==> src/hw/rtl/wncs_pkg.sv <==
// Shared types and constants for the windowed normalized correlation spike block.
// No dependencies; imported by every module of the block but wncs_sqrt.
package wncs_pkg;

	// Request codes on req_type
	localparam logic REQ_LOAD = 1'b0;
	localparam logic REQ_BYTE = 1'b1;

	// Configuration register indexes
	typedef enum logic [2:0] {
		CFG_ROW_BYTES  = 3'd0,
		CFG_WIN_COL    = 3'd1,
		CFG_WIN_ROW    = 3'd2,
		CFG_WIN_WIDTH  = 3'd3,
		CFG_WIN_HEIGHT = 3'd4,
		CFG_RF_MEAN    = 3'd5,
		CFG_RF_MAG     = 3'd6,
		CFG_THR_RATE   = 3'd7
	} cfg_idx_t;

	// Shared multiplier operations; the first six run in this order at frame end
	typedef enum logic [2:0] {
		MOP_M_SY = 3'd0,
		MOP_N_M  = 3'd1,
		MOP_R_SY = 3'd2,
		MOP_M_SR = 3'd3,
		MOP_NM_M = 3'd4,
		MOP_NM_R = 3'd5,
		MOP_A_B  = 3'd6,
		MOP_THR  = 3'd7
	} mul_op_t;

	typedef enum logic [3:0] {
		ST_IDLE,
		ST_DRAIN,
		ST_MEAN_GO,
		ST_MEAN_WAIT,
		ST_MUL,
		ST_SQA_GO,
		ST_SQA_WAIT,
		ST_SQB_GO,
		ST_SQB_WAIT,
		ST_AB,
		ST_DIV_GO,
		ST_DIV_WAIT,
		ST_ACT,
		ST_THR,
		ST_PUSH
	} state_t;

	typedef struct packed {
		logic    accept;
		logic    div_go;
		logic    div_mean;
		logic    mean_latch;
		logic    mul_go;
		mul_op_t mul_op;
		logic    sqa_go;
		logic    sqb_go;
		logic    sqa_latch;
		logic    act_latch;
		logic    push;
	} cmd_t;

	typedef struct packed {
		logic sq_busy;
		logic div_busy;
		logic zero_div;
		logic out_busy;
	} status_t;

	localparam int ACC_W     = 48;
	localparam int DIV_NUM_W = 75;
	localparam int DIV_DEN_W = 60;
	localparam int DIV_Q_W   = 17;
	localparam int PROD_W    = 60;

	localparam logic [6:0] MEAN_ITERS = 7'd40;
	localparam logic [6:0] CORR_ITERS = 7'd75;
	localparam logic [DIV_Q_W-1:0] Q_SAT = 17'd65536;

endpackage

==> src/hw/rtl/wncs_ctrl.sv <==
// Frame-end sequencer: takes bytes and loads while idle, then steps the datapath through
// mean, sums, two square roots and divide (unless zero_div), threshold. Uses wncs_pkg.
module wncs_ctrl (
	input  logic                  clk,
	input  logic                  arst_n,
	input  logic                  in_valid,
	input  logic                  req_type,
	input  logic                  frame_last,
	output logic                  in_ready,
	input  wncs_pkg::status_t     st,
	output wncs_pkg::cmd_t        cmd
);
	import wncs_pkg::*;

	localparam logic [2:0] MUL_LAST = 3'd5;
	localparam logic [2:0] MUL_DONE = 3'd6;

	state_t     state_q, state_d;
	logic [2:0] cnt_q, cnt_d;

	always_ff @(posedge clk or negedge arst_n) begin
		if (!arst_n) begin
			state_q <= ST_IDLE;
			cnt_q   <= '0;
		end else begin
			state_q <= state_d;
			cnt_q   <= cnt_d;
		end
	end

	always_comb begin
		state_d    = state_q;
		cnt_d      = cnt_q;
		in_ready   = 1'b0;
		cmd        = '0;
		cmd.mul_op = MOP_M_SY;
		case (state_q)
			ST_IDLE: begin
				in_ready   = 1'b1;
				cmd.accept = in_valid;
				if (in_valid && (req_type == REQ_BYTE) && frame_last) begin
					state_d = ST_DRAIN;
				end
			end
			ST_DRAIN: state_d = ST_MEAN_GO;
			ST_MEAN_GO: begin
				cmd.div_go   = 1'b1;
				cmd.div_mean = 1'b1;
				state_d      = ST_MEAN_WAIT;
			end
			ST_MEAN_WAIT: begin
				if (!st.div_busy) begin
					cmd.mean_latch = 1'b1;
					cnt_d          = '0;
					state_d        = ST_MUL;
				end
			end
			ST_MUL: begin
				cnt_d = cnt_q + 3'd1;
				if (cnt_q <= MUL_LAST) begin
					cmd.mul_go = 1'b1;
					cmd.mul_op = mul_op_t'(cnt_q);
				end
				if (cnt_q == MUL_DONE) begin
					state_d = st.zero_div ? ST_ACT : ST_SQA_GO;
				end
			end
			ST_SQA_GO: begin
				cmd.sqa_go = 1'b1;
				state_d    = ST_SQA_WAIT;
			end
			ST_SQA_WAIT: begin
				if (!st.sq_busy) begin
					cmd.sqa_latch = 1'b1;
					state_d       = ST_SQB_GO;
				end
			end
			ST_SQB_GO: begin
				cmd.sqb_go = 1'b1;
				state_d    = ST_SQB_WAIT;
			end
			ST_SQB_WAIT: begin
				if (!st.sq_busy) begin
					state_d = ST_AB;
				end
			end
			ST_AB: begin
				cmd.mul_go = 1'b1;
				cmd.mul_op = MOP_A_B;
				state_d    = ST_DIV_GO;
			end
			ST_DIV_GO: begin
				cmd.div_go = 1'b1;
				state_d    = ST_DIV_WAIT;
			end
			ST_DIV_WAIT: begin
				if (!st.div_busy) begin
					state_d = ST_ACT;
				end
			end
			ST_ACT: begin
				cmd.act_latch = 1'b1;
				state_d       = ST_THR;
			end
			ST_THR: begin
				cmd.mul_go = 1'b1;
				cmd.mul_op = MOP_THR;
				state_d    = ST_PUSH;
			end
			ST_PUSH: begin
				if (!st.out_busy) begin
					cmd.push = 1'b1;
					state_d  = ST_IDLE;
				end
			end
			default: state_d = ST_IDLE;
		endcase
	end
endmodule

==> config.mk <==
export PLATFORM = sky130hd
export DESIGN_NAME = wncs_ctrl
export DESIGN_NICKNAME = d
export VERILOG_FILES = /design/src/hw/rtl/wncs_pkg.sv /design/src/hw/rtl/wncs_ctrl.sv
export SDC_FILE = /design/constraint.sdc
export NUM_CORES = 1
export LEC_CHECK = 0
export BUFFER_PORTS_ARGS = -buffer_cell sky130_fd_sc_hd__buf_4
export CAP_MARGIN = 30
export CELL_PAD_IN_SITES_DETAIL_PLACEMENT = 0
export CELL_PAD_IN_SITES_GLOBAL_PLACEMENT = 1
export CORE_AREA = 8 8 52 54
export CTS_CLUSTER_SIZE = 28
export DETAILED_ROUTE_END_ITERATION = 8
export DIE_AREA = 0 0 60 62
export GPL_ROUTABILITY_DRIVEN = 0
export PLACE_DENSITY_LB_ADDON = 0.1
export SLEW_MARGIN = 20
export SYNTH_ARGS = -nofsm -noshare
export SYNTH_HDL_FRONTEND = slang
export SYNTH_SLANG_ARGS = --single-unit
==> constraint.sdc <==
create_clock -name clk -period 1.9 [get_ports clk]
set_input_delay 0.095 -clock clk [delete_from_list [all_inputs] [get_ports clk]]
set_output_delay 0.095 -clock clk [all_outputs]
set_load 0.01 [all_outputs]
; ---- Word-level counts from Yosys, hierarchy flattened
; Index checks and enable logic that the tools add are counted.
[op_classes]
eq_ne = 22
mux = 26
magnitude_cmp = 1
n_reduce_logical = 7
addsub = 1
[ops]
columns = operator, count
row1 = 4-bit one-hot mux with 15 select lines, 1
row2 = 4-bit two-way mux, 9
row3 = "4-bit == test, second input constant", 7
row4 = "4-bit by 3-bit == test with 1-bit output, second input constant", 4
row5 = "2-bit != test, second input constant", 7
row6 = 1-bit two-way mux, 13
row7 = 4-bit one-hot mux with 3 select lines, 1
row8 = "4-bit by 2-bit == test with 1-bit output, second input constant", 2
row9 = 7-bit AND reduction, 1
row10 = 3-bit one-hot mux with 2 select lines, 1
row11 = "4-bit by 1-bit == test with 1-bit output, second input constant", 1
row12 = 4-bit zero test, 1
row13 = "3-bit by 1-bit adder with 3-bit output, second input constant", 1
row14 = "3-bit == test, second input constant", 1
row15 = "3-bit less-or-equal comparator, second input constant", 1
row16 = 3-bit two-way mux, 1
row17 = 1-bit logical AND, 2
row18 = 2-bit AND reduction, 1
row19 = 2-bit nonzero test, 1
row20 = 2-bit OR reduction, 1
[word_totals]
output_inout_bits = 14
ff_bits = 7
inputBits = 9
elab_cells = 59

; ---- Longest topological paths before layout
[depth]
word_depth = 4
depth_mapped = 6
mapped_depth_nobuf = 6

; ---- Least setup slack after synthesis
; No wires, ideal clock.
[synth_path]
path_kind = register -> register
from = register state_q[1]
to = register state_q[2]
n_path_buf = 1
setup_ns = 0.130
setup_slack_ns = 0.475
required_time_ns = 1.770
t_arrival_ns = 1.294
stages_incl_launch_ff = 6
synth_period_minus_slack_ns = 1.425
path_cell_list = dfrtp_1 -> buf_6 -> nor4_2 -> a22oi_2 -> nand2_2 -> o31ai_2
[synth_via]
elab_chain_cells = 3
word_cells_on_any_way = 24
classes_between = eq/ne: 21 / mux: 1 / reduce/logical: 2
[synth_rtl]
columns = element, line_no
row1 = from (decl), wncs_ctrl.sv:18  ; state_t state_q, state_d;
row2 = from (signal assigned), wncs_ctrl.sv:26  ; state_q <= state_d;
row3 = 4-bit by 3-bit == test with 1-bit output (tied with other cells), wncs_ctrl.sv:37  ; case (state_q)
row4 = 2-bit != test (no line), n/a
row5 = 7-bit AND reduction (no line), n/a
; Several ways; a longest one is shown, not always the timed one.
; A chain may end at the register's enable or synchronous reset.

==> impl_results.html <==
<table>
<tr><th>Metric</th><th>Value</th></tr>
<tr><th colspan="2">Logic synthesis</th></tr>
<tr><td>Main combinational cell family by area after synthesis</td><td>simple AND/OR/NAND/NOR gates</td></tr>
<tr><td>Total of warnings raised by yosys</td><td>0</td></tr>
<tr><td>Compound-cell area share of the yosys netlist</td><td>0.2112</td></tr>
<tr><td>Count of unique library cells instantiated by Yosys</td><td>33</td></tr>
<tr><td>Synth Area in Simple Gates</td><td>0.3566</td></tr>
<tr><td>Area share of fa/ha/maj cells after synthesis</td><td>0.05976</td></tr>
<tr><td>Share of synthesized area spent on multiplexers</td><td>0</td></tr>
<tr><td>Mapped Nets</td><td>87</td></tr>
<tr><td>Synthesized-area fraction occupied by xor and xnor cells</td><td>0.01394</td></tr>
<tr><td>Synthesized instance count</td><td>75</td></tr>
<tr><td>Share of synthesized area occupied by flip-flops and latches</td><td>0.2789</td></tr>
<tr><td>Average cell area after synthesis</td><td>8.375 µm²</td></tr>
<tr><td>Flip-flop and latch count after synthesis</td><td>7</td></tr>
<tr><td>Total standard cell area after synthesis</td><td>approximately 630 µm²</td></tr>
<tr><th colspan="2">Global routing</th></tr>
<tr><td>GRT Residual Overflow</td><td>0</td></tr>
<tr><td>Wire length of the first global-routing pass</td><td>between 2 and 3 mm</td></tr>
<tr><td>Number of global-route vias before repair</td><td>between 600 and 700</td></tr>
<tr><td>Maximum number of pins on one net before global-route repair</td><td>15</td></tr>
<tr><td>GR Util All Layers</td><td>0.1024</td></tr>
<tr><td>Antenna violations before repair</td><td>0</td></tr>
<tr><th colspan="2">Setup path</th></tr>
<tr><td>Critical path startpoint category</td><td>register</td></tr>
<tr><td>Critical path peak fanout</td><td>13</td></tr>
<tr><td>Length in cells of the worst reg-to-reg path</td><td>4</td></tr>
<tr><td>Critical register-to-register path startpoint</td><td>state_q[0]</td></tr>
<tr><td>Worst endpoint data arrival time</td><td>roughly 1.7 ns</td></tr>
<tr><td>Kind of end point of the critical path</td><td>primary output</td></tr>
<tr><td>Worst-case register-to-register setup slack</td><td>~0.38 ns</td></tr>
<tr><td>Critical setup path kind</td><td>reg -&gt; out</td></tr>
<tr><td>Endpoint of the worst-slack reg-to-reg timing path</td><td>cnt_q[0]</td></tr>
<tr><td>Required time of the critical path</td><td>approximately 1.8 ns</td></tr>
<tr><th colspan="2">Timing</th></tr>
<tr><td>Post-layout minimum cycle time</td><td>1.748 ns</td></tr>
<tr><td>Max Fclk</td><td>~0.57 GHz</td></tr>
<tr><td>Clock skew</td><td>0.003278 ns</td></tr>
<tr><td>Setup-violating endpoint count in the final report</td><td>0</td></tr>
<tr><td>Final hold viol count</td><td>0</td></tr>
<tr><td>Smallest setup slack after layout</td><td>0.1518 ns</td></tr>
<tr><td>Fraction of the cycle the final worst path needs</td><td>0.9201</td></tr>
<tr><td>Setup repair after global routing missed its margin</td><td>false</td></tr>
<tr><td>Total Negative Setup Slacks</td><td>0 ns</td></tr>
<tr><td>Least-Margin Pin Slew</td><td>around 0.52 ns</td></tr>
<tr><td>Max-slew violations</td><td>0</td></tr>
<tr><td>Max-slew headroom</td><td>0.6503</td></tr>
<tr><th colspan="2">Routing</th></tr>
<tr><td>Via count</td><td>between 600 and 700</td></tr>
<tr><td>Remaining number of nets flagged by the antenna check after routing</td><td>0</td></tr>
<tr><td>Routed wire length per instance</td><td>~13 µm</td></tr>
<tr><td>Number of vias per cell</td><td>around 4.9</td></tr>
<tr><td>Number of remaining DRC errors</td><td>0</td></tr>
<tr><td>Total Routed Length</td><td>about 1.7 mm</td></tr>
<tr><td>Pre-antenna DRT Iters</td><td>3</td></tr>
<tr><td>1st-iter DRT viols</td><td>7</td></tr>
<tr><th colspan="2">Floorplan</th></tr>
<tr><td>Starting density of the core</td><td>0.3303</td></tr>
<tr><td>Die span in y</td><td>a little over 60 µm</td></tr>
<tr><td>Ports placed on the boundary</td><td>23</td></tr>
<tr><td>Cell row count</td><td>16</td></tr>
<tr><td>Width of the chip</td><td>~60 µm</td></tr>
<tr><td>Core box area</td><td>between 1500 and 2000 µm²</td></tr>
<tr><td>DIE AREA</td><td>3720 µm²</td></tr>
<tr><th colspan="2">Pwr</th></tr>
<tr><td>Leakage Power</td><td>a little under 0.4 nW</td></tr>
<tr><td>Power per standard cell area</td><td>1406 nW/µm²</td></tr>
<tr><td>Worst-case vdd ir drop</td><td>0.4916 mV</td></tr>
<tr><th colspan="2">Place</th></tr>
<tr><td>Worst Setup Slack post-DPL</td><td>roughly 0.35 ns</td></tr>
<tr><td>Placed cell areas</td><td>807.0 µm²</td></tr>
<tr><td>Number of placed instances, taps included</td><td>between 100 and 150</td></tr>
<tr><td>Dpl hpwl</td><td>between 1 and 1.5 mm</td></tr>
<tr><td># port buffers</td><td>22</td></tr>
<tr><th colspan="2">Layout</th></tr>
<tr><td>Antenna Cells</td><td>0</td></tr>
<tr><td>Fraction of layout instances using a drive strength above 1</td><td>0.3663</td></tr>
<tr><td>Share of the core filled with cells</td><td>0.4480</td></tr>
<tr><td>Most common cell after layout, fill and taps aside</td><td>buf_4</td></tr>
<tr><td>Fill cell count</td><td>approximately 210</td></tr>
<tr><td>Net count reported at finish</td><td>~110</td></tr>
<tr><td>Finished layout cell area</td><td>around 850 µm²</td></tr>
<tr><td>Area growth syn-to-layout</td><td>35.66%</td></tr>
<tr><td>Final non-filler cell total</td><td>about 130</td></tr>
<tr><td>Most frequent cells in the layout</td><td>buf_4, nand2_1, nor3_1, nor2_1, dfrtp_1</td></tr>
<tr><th colspan="2">Clock network</th></tr>
<tr><td>Clock root cell</td><td>clkbuf_4</td></tr>
<tr><td>Clk slew on worst S/H paths</td><td>around 0.05 ns</td></tr>
<tr><td>Number of clock sinks</td><td>7</td></tr>
<tr><td>Worst-Skew Late Latency</td><td>roughly 0.25 ns</td></tr>
<tr><td>CTS HTree Levels</td><td>1</td></tr>
<tr><td>TritonCTS Buffers</td><td>3</td></tr>
<tr><td>TritonCTS clock tree</td><td>done</td></tr>
<tr><td>CTS Buffer Depth</td><td>2</td></tr>
<tr><th colspan="2">Hold path</th></tr>
<tr><td>Min-delay src</td><td>st[2]</td></tr>
<tr><td>Hold/Removal Path Class</td><td>in -&gt; reg</td></tr>
<tr><td>WHS Endpoint</td><td>cnt_q[2]</td></tr>
<tr><td>Worst hold path stage count</td><td>3</td></tr>
<tr><th colspan="2">Status</th></tr>
<tr><td>Status</td><td>finished clean</td></tr>
<tr><th colspan="2">Job</th></tr>
<tr><td>Number of maximum-capacitance constraint violations</td><td>0</td></tr>
</table>
[flip-flops by register name, indices dropped and copies added, names as in the netlist]
register,count
cnt_q,3
state_q,4
[routing by layer]
metal | vias up | share of wire | GRT usage
met4 | 0 | 0.025 | 0.09184
met1 | 281 | 0.45 | 0.1095
li1 | 318 | - | -
met5 | - | 0 | 0
met2 | 18 | 0.46 | 0.1692
met3 | 4 | 0.059 | 0.02058
[report_power, final]
group | internal (mW) | total [mW] | switching [mW]
Combinational | 0.330 | 0.653 | 0.323
Sequential | 0.222 | 0.409 | 0.186
Clock | 0.0802 | 0.137 | 0.0564
[critical path, cell delays in order (launching register included)]
cell and delay, ns:
dfrtp_1 0.60, nor2b_1 0.23, and2_1 0.20, nand2b_1 0.14, o21a_1 0.12, buf_4 0.11
[metrics by stage]
| stage | hold slack [ns] | total power, mW |
|---|---|---|
| after floorplan | -0.2006 | 0.8556 |
| after global placement | -0.08331 | 1.073 |
| after detailed placement | -0.08294 | 1.069 |
| after CTS | 0.1213 | 1.218 |
| after global routing | 0.1402 | 1.328 |
| final | 0.1304 | 1.198 |
[how the worst max path moves through the flow]
stage,start,endpoint,cells after the start
global route,state_q[0],cmd[7],5
detailed placement,state_q[2],cmd[7],5
global placement,state_q[0],cnt_q[0],4
finish,state_q[0],cmd[7],5
floorplan,state_q[1],state_q[2],5
CTS,state_q[2],cmd[7],5
[area by class of cell]
type / count / area (µm²) / share of cell area
clock buffer: 4 / 26.28 / 0.03084
timing repair buffer: 26 / 197.7 / 0.2320
sequential: 7 / 176.4 / 0.2070
inverter: 4 / 15.01 / 0.01762
multi-input combinational: 60 / 402.9 / 0.4728
tap: 27 / 33.78 / 0.03965
[cell families (layout without fill, tap and decap cells)]
| kind of cell | Yosys count | after routing |
|---|---|---|
| xor gates and xnor gates | 1 | 1 |
| buffers and inverters | 8 | 34 |
| adders and majority gates | 3 | 3 |
| and+or+nand+nor | 37 | 37 |
| AOI/OAI and AO/OA | 19 | 19 |
| DFF | 7 | 7 |
[cells in the mapped netlist]
master    instances  area (µm²)
nand2_2           1       6.260
buf_6             2       22.52
nand3_1           1       5.000
o31a_1            1       8.760
o21bai_1          1       7.510
nor4b_4           1       23.77
nand2_1           8       30.03
inv_1             4       15.01
xor2_1            1       8.760
nor3_1            6       30.03
o21ai_1           5       25.02
nand4b_1          1       8.760
a32o_1            1       10.01
buf_2             1       5.000
o21ai_2           1       8.760
nor2b_1           1       6.260
nand2b_1          4       25.02
o31ai_2           1       12.51
nor3b_1           1       7.510
o21ai_0           2       10.01
a211o_1           1       8.760
or3_1             2       12.51
a22oi_2           1       12.51
a21oi_1           3       15.01
nand2b_2          1       8.760
dfrtp_1           7       175.2
nor4_2            2       25.02
ha_1              3       37.54
nor2_1            6       22.52
o21a_1            1       7.510
and2_1            2       12.51
buf_4             1       7.510
o22ai_1           1       6.260
[repair_timing]
item | 4_1_cts | 5_1_grt
setup endpoints to repair | 0 | 2
buffers inserted | 0 | 1
endpoints found under the hold margin | 7 | 0
hold buffers | 1 | 0
resized for setup | 0 | 1
(Power assumes the default switching activity.)
